## src/rtl/core/vnorm_pkg.sv

```systemverilog
// Shared constants and types for the 3D vector normalizer.
// Used by vnorm_root_step and by the vec3_normalize top level.
// Depends on nothing else.
`timescale 1ns / 1ps

package vnorm_pkg;

   // Fixed-point format of the components: Q7.16 at the default width.
   localparam int COMPONENT_WIDTH_DEFAULT = 24;
   localparam int FRAC_BITS               = 16;

   // The square-root search yields an integer of up to 2^(FRAC_BITS+1),
   // so it needs FRAC_BITS+2 result bits, one pipeline stage per bit.
   localparam int ROOT_BITS = FRAC_BITS + 2;

   // Control and status register port.
   localparam int CSR_INDEX_WIDTH = 8;
   localparam int CSR_DATA_WIDTH  = 16;

   localparam logic [CSR_INDEX_WIDTH-1:0] REG_ZERO_THRESHOLD = CSR_INDEX_WIDTH'(0);
   localparam logic [CSR_INDEX_WIDTH-1:0] REG_UNIT_TOLERANCE = CSR_INDEX_WIDTH'(1);

   localparam logic [CSR_DATA_WIDTH-1:0] ZERO_THRESHOLD_RESET = 16'd4295;
   localparam logic [CSR_DATA_WIDTH-1:0] UNIT_TOLERANCE_RESET = 16'd4295;

   // What happened to a vector.
   typedef enum logic [1:0] {
      OUTCOME_SCALED = 2'd0,
      OUTCOME_ZERO   = 2'd1,
      OUTCOME_UNIT   = 2'd2
   } outcome_type;

endpackage

```

## src/rtl/core/vnorm_root_step.sv

```systemverilog
// One bit of the pipelined root search: decides one bit of u = floor(M / sqrt(L)).
// Holds the running remainder M^2 - u^2*L and the product u*L in registers.
// Depends on vnorm_pkg.
`timescale 1ns / 1ps

module vnorm_root_step
   import vnorm_pkg::*;
#(
   parameter int COMPONENT_WIDTH = COMPONENT_WIDTH_DEFAULT,
   parameter int BIT_POS         = 0
) (
   input  logic                                          clock,
   input  logic                                          enable,
   input  logic [2*COMPONENT_WIDTH-1:0]                  len_sq,
   input  logic [2*COMPONENT_WIDTH+2*FRAC_BITS+1:0]      rem_up,
   input  logic [2*COMPONENT_WIDTH+ROOT_BITS-1:0]        prod_up,
   input  logic [ROOT_BITS-1:0]                          root_up,
   output logic [2*COMPONENT_WIDTH+2*FRAC_BITS+1:0]      rem_dn,
   output logic [2*COMPONENT_WIDTH+ROOT_BITS-1:0]        prod_dn,
   output logic [ROOT_BITS-1:0]                          root_dn
);

   localparam int LW = 2 * COMPONENT_WIDTH;
   localparam int RW = LW + 2 * FRAC_BITS + 2;
   localparam int PW = LW + ROOT_BITS;
   localparam int DW = LW + 2 * ROOT_BITS + 1;

   logic [DW-1:0]        delta;
   logic                 fits;
   logic [RW-1:0]        rem_in;
   logic [PW-1:0]        prod_in;
   logic [ROOT_BITS-1:0] root_in;
   logic [RW-1:0]        rem_ff;
   logic [PW-1:0]        prod_ff;
   logic [ROOT_BITS-1:0] root_ff;

   // Setting bit b raises u^2*L by 2^(b+1)*u*L + 2^(2b)*L.
   always_comb begin
      delta = (DW'(prod_up) << (BIT_POS + 1)) + (DW'(len_sq) << (2 * BIT_POS));
      fits  = DW'(rem_up) >= delta;
   end

   // Keep the bit when the square still fits under M^2.
   always_comb begin
      rem_in  = fits ? (rem_up - delta[RW-1:0]) : rem_up;
      prod_in = fits ? (prod_up + (PW'(len_sq) << BIT_POS)) : prod_up;
      root_in = root_up | ({{(ROOT_BITS-1){1'b0}}, fits} << BIT_POS);
   end

   always_ff @(posedge clock) begin
      if (enable) begin
         rem_ff  <= rem_in;
         prod_ff <= prod_in;
         root_ff <= root_in;
      end
   end

   assign rem_dn  = rem_ff;
   assign prod_dn = prod_ff;
   assign root_dn = root_ff;

endmodule

```

## config.mk

```make
export PLATFORM = sky130hd
export DESIGN_NAME = vnorm_root_step
export DESIGN_NICKNAME = d
export VERILOG_FILES = /design/src/rtl/core/vnorm_pkg.sv /design/src/rtl/core/vnorm_root_step.sv
export SDC_FILE = /design/constraint.sdc
export NUM_CORES = 1
export LEC_CHECK = 0
export ABC_AREA = 1
export BUFFER_PORTS_ARGS = -buffer_cell sky130_fd_sc_hd__buf_2
export CAP_MARGIN = 20
export CORE_MARGIN = 2
export CORE_UTILIZATION = 30
export CTS_BUF_LIST = sky130_fd_sc_hd__clkbuf_8
export DETAILED_ROUTE_END_ITERATION = 8
export PLACE_DENSITY_LB_ADDON = 0.12
export SYNTH_ARGS = -nofsm -noshare
export SYNTH_HDL_FRONTEND = slang
export SYNTH_SLANG_ARGS = --single-unit
```

## constraint.sdc

```tcl
create_clock -name clock -period 3.4 [get_ports clock]
set_input_delay 0 -clock clock [delete_from_list [all_inputs] [get_ports clock]]
set_output_delay 0 -clock clock [all_outputs]
set_load 0.01 [all_outputs]
```

==> impl_results.md, run 1 <==
- Worst-path clk slew: 120 ps
- Buffers added on ports: 381
- Die W: 278 um
- TritonCTS clock tree: yes
- Max clock buf depth: 2
- Post-synth top area cell: nand2_1
- Initial core utilization: 30.3%
- Sequential fraction of the synthesis area: 22.1%
- Tcrit/Tclk final: 98.7%
- Leak Pwr: 0.0184 uW
- EDFF count, synth: 166
- Worst-Margin Slew: 793 ps
- H-Tree Depth: 4
- Hold slack: -260 ps
- Simple-gate share of the synthesized area: 40.1%
- Gate Count Post-Synth: 3825
- Placed cells: 5933
- Data required time of the worst path: 3760 ps
- Clk root buf: clkbuf_8
- Antenna violations before repair: 5
- First-pass iteration count of the detailed router: 7
- IO Pins: 382
- Routed Antenna Nets: 0
- Final Worst Setup Slack: 43.5 ps
- Synth top area cells: nand2_1, edfxtp_1, inv_1
- Layout cell share with drive strength beyond 1: 34.0%
- Tmin final: 3360 ps
- Pin count of the biggest net entering global routing: 75
- Final #Nets: 5594
- Mux contribution to synthesized area: 0%
- Compound-gate portion of the synthesized area: 11.7%
- Critical path class: in2reg
- Adder-cell share of the synthesized area: 9.32%
- Pre-CTS setup slack: -1060 ps
- Pwr/cell area: 350 nW/um^2
- Crit Path Max Fanout: 7
- Post-Synth XOR/XNOR Area: 4.59%
- All-Layer GR Usage: 29.9%
- WP data arrival: 3720 ps
- Status: finished with violations
- Final wirelength: 122000 um
- Area of the die: 77300 um^2
- CP Capture Type: flip-flop
- Die H: 278 um
- Failing checks: hold timing
- Ys Warns: 0
- Max-Cap Viols: 0
- Synth cell types: 39
- Global placer's final weighted congestion: 1.01
- Final hold violations: 1
- Final slew viol count: 0
- Synthesis-to-finish area growth: 62.7%
- Synthesized area: 22500 um^2
- Final setup viols: 0
- Core area: 74300 um^2
- DRC: 0
- Highest clock rate: 0.298 GHz
- Main combinational cell family by area after synthesis: simple AND/OR/NAND/NOR gates
- Synthesized area per cell: 5.89 um^2
- Setup crit start kind: input pin
- Via/cell ratio: 4.75
- RSZ-0062 raised after global routing: true
- FF+latch count, synth: 166
- Post-synth top area share: 24.1%
- Max-Slew Margin vs Limit: 47.1%
- Dpl hpwl: 103000 um
- First-pass GRT wire length: 172000 um
- Clock sinks: 166
- DR iter-0 viols: 1883
- Cts hold-fix bufs: 171
- Count leader, synth: nand2_1
- Utilization after layout: 49.3%
- Cell Rows: 100
- Number of global-route vias before repair: 28800
- Hold Path Class: in2reg
- Via count: 29500
- Clock buffer count from CTS: 17
- WL/cell: 19.7 um
- Ys async rst share: 0%
- Peak VDD IR: 0.000224 V
- Syn Nets: 4207
- Fillers: 7905
- Fin cells: 6198
- Commonest cells in the netlist: nand2_1, inv_1, nor2_1, a21oi_1, nand3_1
- Grt ovf: 0
- Primary FF master, synth: edfxtp_1
[path summary, 6_finish.rpt]
path / start / end / slack (ps) / cells past startpoint
hold / removal: prod_up[59] / prod_dn[59] / -260 / 3
setup / recovery: prod_up[56] / root_dn[0] / 40 / 25
[registers in the layout, indices dropped and copies added, names as in the netlist]
| name | count |
|---|---|
| rem_dn | 82 |
| prod_dn | 66 |
| root_dn | 18 |
[power by group]
group | switching [uW] | leakage, uW | internal (uW)
registers | 114 | 0.00163 | 2790
clock network | 1070 | 0.000189 | 548
logic | 4650 | 0.0166 | 3650
[cell type report]
class	count	area [um^2]	share of cell area, %
Antenna cell	4	10.0	0.0273
Clock buffer	17	234	0.639
Clock inverter	15	160	0.437
Inverter	652	2460	6.72
Multi-Input combinational cell	2977	17100	46.8
Sequential cell	166	4980	13.6
Tap cell	969	1210	3.31
Timing Repair Buffer	1398	10400	28.5
[per-layer routing]
metal	track usage (%)	vias up	wire [um]
met3	2.50	216	5210
met4	13.7	0	5820
met2	52.3	903	58300
met5	0	-	0
li1	-	14900	-
met1	37.3	13500	52600
[stage by stage]
step	instance area, um^2	TNS (ps)	power, uW
after floorplan	22500	0	6430
after global placement	31500	-145320	10400
after detailed placement	31500	-145050	10300
after CTS	34000	0	12200
after global routing	36600	-3490	13600
final	36600	0	12800
[critical path: stages]
cell,delay [ps]
buf_2,90
dlygate4sd3_1,550
buf_4,130
buf_4,140
nand4_1,120
nor2_2,140
inv_1,100
nor2_2,140
nand3_1,140
nand3_1,120
nand2_2,110
ha_1,320
nand2_2,110
inv_1,70
nand2_1,70
nand2_1,60
nand2_1,90
nand3_2,90
inv_2,90
a21oi_2,70
nor2_4,180
nand2_8,130
buf_12,160
clkbuf_16,180
or2_2,280
[cells in the final DEF (no fill, tap or decap), types with 30 or more instances in the layout]
cell,synthesis,routed
buf_2,9,377
nand3_1,198,181
inv_1,643,619
nor2_1,412,322
o21ai_0,106,65
edfxtp_1,166,166
nand4_1,50,50
nor2_2,16,77
ha_1,163,89
a21oi_1,224,163
ha_4,0,74
nor3_1,46,34
nand2_2,21,106
buf_4,2,808
a21oi_2,14,67
xnor2_1,85,78
nand2_1,1445,1348
o21ai_2,33,43
nor2_4,1,30
inv_2,8,31
o21ai_1,29,57
dlygate4sd3_1,0,171
[timing repair]
action	CTS	global route
endpoints found under the setup margin	149	149
gates cloned	0	12
pin swaps	15	105
endpoints found under the hold margin	231	1
setup buffers	8	39
resized for setup	102	455
[kinds of logic (layout without fill, tap and decap cells)]
family / count (synthesis) / in the layout
other: 0 / 4
and+or+nand+nor: 2229 / 2229
DFF: 166 / 166
buffers and inverters: 682 / 2082
AOI/OAI and AO/OA: 464 / 464
adders and majority gates: 166 / 166
xor gates and xnor gates: 118 / 118
Power figures use the tool's default switching activity.
==> inputs of run 2 (changes only) <==
--- a/config.mk
+++ b/config.mk
@@ -9,7 +9,7 @@
 export BUFFER_PORTS_ARGS = -buffer_cell sky130_fd_sc_hd__buf_2
 export CAP_MARGIN = 20
 export CORE_MARGIN = 2
-export CORE_UTILIZATION = 30
+export CORE_UTILIZATION = 29
 export CTS_BUF_LIST = sky130_fd_sc_hd__clkbuf_8
 export DETAILED_ROUTE_END_ITERATION = 8
 export PLACE_DENSITY_LB_ADDON = 0.12
==> impl_results.md, run 2 (same netlist as run 1, synthesis figures left out) <==
- Global placer's final weighted congestion: 1.03
- Clock sinks: 166
- CP Capture Type: flip-flop
- Routed Antenna Nets: 0
- Layout cell share with drive strength beyond 1: 31.9%
- Gate power share: 63.8%
- Sw Pwr: 5720 uW
- First-pass iteration count of the detailed router: 6
- CP max stage cell: fa_2
- Grt ovf: 0
- Failing checks: hold timing, setup timing
- Max-Slew Margin vs Limit: 54.8%
- Clock buffer count from CTS: 17
- Total Power: 12700 uW
- Area after DPL: 31600 um^2
- Die H: 283 um
- Tcrit/Tclk final: 100%
- Most used cell, CP: nand2_2
- Fillers: 8354
- WP data arrival: 3760 ps
- Highest clock rate: 0.294 GHz
- Max-Cap Viols: 0
- Post-route cell area: 35800 um^2
- Data required time of the worst path: 3760 ps
- All-Layer GR Usage: 29.7%
- Via count: 29100
- Synthesis-to-finish area growth: 58.8%
- Antenna violations before repair: 1
- Final slew viol count: 0
- Critical path class: in2reg
- Pin count of the biggest net entering global routing: 63
- IO Pins: 382
- Max FFs per register: 82
- Final hold violations: 1
- Leak Pwr: 0.0181 uW
- Final #Nets: 5581
- Commonest non-fill, non-tap cell in the layout: nand2_1
- Buffers added on ports: 381
- Area of the die: 79900 um^2
- Cell Rows: 102
- Hold Path Class: in2reg
- Status: finished with violations
- Worst-path clk slew: 120 ps
- DR iter-0 viols: 1783
- Tmin final: 3400 ps
- Cell-internal power: 7010 uW
- Worst hold path depth: 5
- Utilization after layout: 46.3%
- Register Area: 4980 um^2
- Dpl hpwl: 104000 um
- Reg power frac: 22.8%
- First-pass GRT wire length: 173000 um
- Final Worst Setup Slack: -2.99 ps
- Min-delay src: prod_up[59]
- Clk root buf: clkbuf_8
- Setup crit start kind: input pin
- Crit Path Max Fanout: 15
- Peak VDD IR: 0.000211 V
- DRC: 0
- Number of global-route vias before repair: 28800
- Max clock buf depth: 2
- RSZ-0062 raised after global routing: true
- TritonCTS clock tree: yes
- Initial core utilization: 29.2%
- Switching Share: 44.9%
- H-Tree Depth: 4
- Most frequent cells in the layout: nand2_1, buf_4, inv_1
- Final wirelength: 121000 um
- Via/cell ratio: 4.66
- Fin cells: 6253
- Pwr/cell area: 356 nW/um^2
- Final setup viols: 2
- Hold slack: -14.1 ps
- Worst-Margin Slew: 678 ps
- Area of the multi-input gates: 16500 um^2
- Clock share of power: 13.3%
- Placed cells: 6019
- CP peak stage delay: 360 ps
- Core area: 77200 um^2
- Hold endpoint: prod_dn[59]
- Die W: 283 um
- Crit. Startpoint: len_sq[1]
- WL/cell: 19.4 um
==> run 2: cell count changes in the layout (fill, tap and decap cells not counted), sizes merged, moves of 2 or more <==
| cell | delta |
|---|---|
| inv | +2 |
| bufinv | +2 |
| clkinv | -3 |
| clkbuf | -6 |
| buf | -6 |
| diode | -3 |
==> run 2: timing repair <==
item                                   CTS  global route
pin swaps                                9            42
setup endpoints to repair              149           149
gates cloned                             1             2
resized for setup                      105           302
endpoints found under the hold margin  223             1
hold buffers                           169             1
setup buffers                            7            21
==> run 2: metrics by stage <==
step	setup WS, ps	setup TNS (ps)
global placement	-1020	-136700
finish	-2.99	-4.40
floorplan	9.45	0
global route	-168	-16260
detailed placement	-1000	-136240
CTS	0.121	0
==> run 2: worst max path at each step <==
stage	slack, ps	cells after the start	to
after floorplan	9	29	rem_dn[48]
after global placement	-1020	25	rem_dn[45]
after CTS	0.1	29	root_dn[0]
after global routing	-170	31	prod_dn[9]
final	-3	31	prod_dn[25]
after detailed placement	-1000	25	rem_dn[45]
==> run 2: power groups by stage <==
stage / registers (uW) / clock network (uW) / logic (uW)
after floorplan: 3160 / 0 / 3270
after global placement: 2970 / 0 / 7430
after detailed placement: 2950 / 0 / 7430
after CTS: 2910 / 1750 / 7730
after global routing: 2940 / 1780 / 8810
final: 2910 / 1690 / 8120
==> run 2: layout make-up <==
| class | count | area share (%) |
|---|---|---|
| Inverter | 652 | 6.86 |
| Tap cell | 1040 | 3.64 |
| Sequential cell | 166 | 13.9 |
| Antenna cell | 1 | 0.00700 |
| Timing Repair Buffer | 1385 | 28.4 |
| Clock inverter | 15 | 0.462 |
| Clock buffer | 17 | 0.654 |
| Multi-Input combinational cell | 2977 | 46.1 |
==> run 2: metal layers <==
metal | global-route usage, % | up-vias | wire length, um
met4 | 12.2 | 0 | 5210
met2 | 52.9 | 763 | 58900
met5 | 0 | - | 0
li1 | - | 14900 | -
met3 | 2.42 | 180 | 4090
met1 | 36.9 | 13300 | 53000
==> run 2: critical path: cells and delay by family <==
kind,cells,cell delay [ps]
fa+ha+maj,3,880
buf+inv,9,890
compound gates,2,250
simple gates,16,1480
xor+xnor,1,200
==> inputs of run 3 (changes only) <==
--- a/config.mk
+++ b/config.mk
@@ -13,6 +13,7 @@
 export CTS_BUF_LIST = sky130_fd_sc_hd__clkbuf_8
 export DETAILED_ROUTE_END_ITERATION = 8
 export PLACE_DENSITY_LB_ADDON = 0.12
+export SETUP_SLACK_MARGIN = 0.4
 export SYNTH_ARGS = -nofsm -noshare
 export SYNTH_HDL_FRONTEND = slang
 export SYNTH_SLANG_ARGS = --single-unit
==> impl_results.md, run 3 (same netlist as run 1, synthesis figures left out) <==
- Layout cell share with drive strength beyond 1: 42.8%
- Clk root buf: clkbuf_8
- CP max stage cell: ha_2
- Via/cell ratio: 4.75
- RSZ-0062 raised after global routing: true
- Cts hold-fix bufs: 170
- Pin count of the biggest net entering global routing: 70
- First-pass iteration count of the detailed router: 5
- Die H: 283 um
- Buffers added on ports: 381
- Routed Antenna Nets: 0
- Antenna violations before repair: 4
- Final wirelength: 128000 um
- Dpl hpwl: 105000 um
- Commonest non-fill, non-tap cell in the layout: nand2_1
- TritonCTS clock tree: yes
- Clock buffer count from CTS: 17
- Setup_tns: 0 ps
- Die W: 283 um
- Max-Slew Margin vs Limit: 50.3%
- Hold endpoint: prod_dn[59]
- Final #Nets: 5685
- Setup crit start kind: input pin
- DRC: 0
- Min-delay src: prod_up[59]
- Pwr/cell area: 344 nW/um^2
- Pre-CTS setup slack: -1110 ps
- All-Layer GR Usage: 30.3%
- Area of the die: 79900 um^2
- Worst hold path depth: 3
- IO Pins: 382
- Number of global-route vias before repair: 29400
- Core area: 77200 um^2
- Failing checks: hold timing
- Critical path class: in2reg
- Most used cell, CP: nand2_1
- CP Capture Type: flip-flop
- DR iter-0 viols: 1774
- CP peak stage delay: 400 ps
- Clock sinks: 166
- Grt ovf: 0
- Max clock buf depth: 2
- WL/cell: 20.1 um
- Final slew viol count: 0
- Cell Rows: 102
- Utilization after layout: 52.0%
- Final Worst Setup Slack: 3.23 ps
- Global placer's final weighted congestion: 0.978
- Tcrit/Tclk final: 99.9%
- Highest clock rate: 0.294 GHz
- Status: finished with violations
- Hold Path Class: in2reg
- Leak Pwr: 0.0200 uW
- Synthesis-to-finish area growth: 78.2%
- H-Tree Depth: 4
- Crit Path Max Fanout: 8
- Tmin final: 3400 ps
- Most frequent cells in the layout: nand2_1, buf_4, inv_1
- Critical Path Stages: 30
- Max-Cap Viols: 0
- Final hold violations: 2
- Initial core utilization: 29.2%
- Hold slack: -264 ps
- Final setup viols: 0
- Max FFs per register: 82
- Buf+Inv Stages, Crit Path: 8
- Fin cells: 6360
- Data required time of the worst path: 3770 ps
- Worst-path clk slew: 120 ps
- First-pass GRT wire length: 177000 um
- Worst-Margin Slew: 745 ps
- Peak VDD IR: 0.000198 V
- WP data arrival: 3760 ps
- Placed cells: 6047
- Via count: 30200
- Largest delay contributor family on the critical path: simple AND/OR/NAND/NOR gates
## run 3: how the worst max path moves through the flow
stage	from	end
2_1_floorplan	len_sq[1]	prod_dn[5]
3_3_place_gp	prod_up[23]	rem_dn[30]
3_5_place_dp	prod_up[23]	rem_dn[30]
4_1_cts	prod_up[0]	rem_dn[28]
5_1_grt	len_sq[2]	prod_dn[18]
6_report	prod_up[16]	prod_dn[18]
## run 3: where the power goes
part | switching, uW | leakage (uW) | internal [uW] | total [uW]
sequential | 115 | 0.00163 | 2790 | 2910
clock | 1060 | 0.000202 | 672 | 1730
combinational | 5090 | 0.0181 | 4090 | 9180
## run 3: area by class of cell
type / instances / area (um^2)
tap: 1040 / 1300
clock buffer: 17 / 234
antenna: 4 / 10.0
sequential: 166 / 4980
fill: 7924 / 37100
multi-input combinational: 2977 / 19300
clock inverter: 15 / 166
inverter: 652 / 2480
timing repair buffer: 1489 / 11700
## run 3: layer usage
layer / wire [um] / global-route usage, % / part of all wire (%) / vias to the layer above
met1: 55000 / 37.4 / 43 / 14200
met3: 4690 / 2.49 / 3.7 / 196
met4: 5200 / 11.4 / 4.1 / 0
met2: 62700 / 54.5 / 49 / 788
li1: - / - / - / 15100
met5: 0 / 0 / 0 / -
## run 3: stage by stage
stage / cell area [um^2] / total power [uW]
2_1_floorplan: 22800 / 6470
6_report: 40100 / 13800
3_3_place_gp: 32100 / 10600
3_5_place_dp: 32100 / 10600
4_1_cts: 36400 / 13000
5_1_grt: 40100 / 14600
## run 3: timing repair
action | CTS | global route
hold endpoints to repair | 233 | 2
resized for setup | 405 | 766
setup buffers | 32 | 47
setup endpoints to repair | 149 | 149
cloned | 5 | 23
pin swaps | 68 | 181
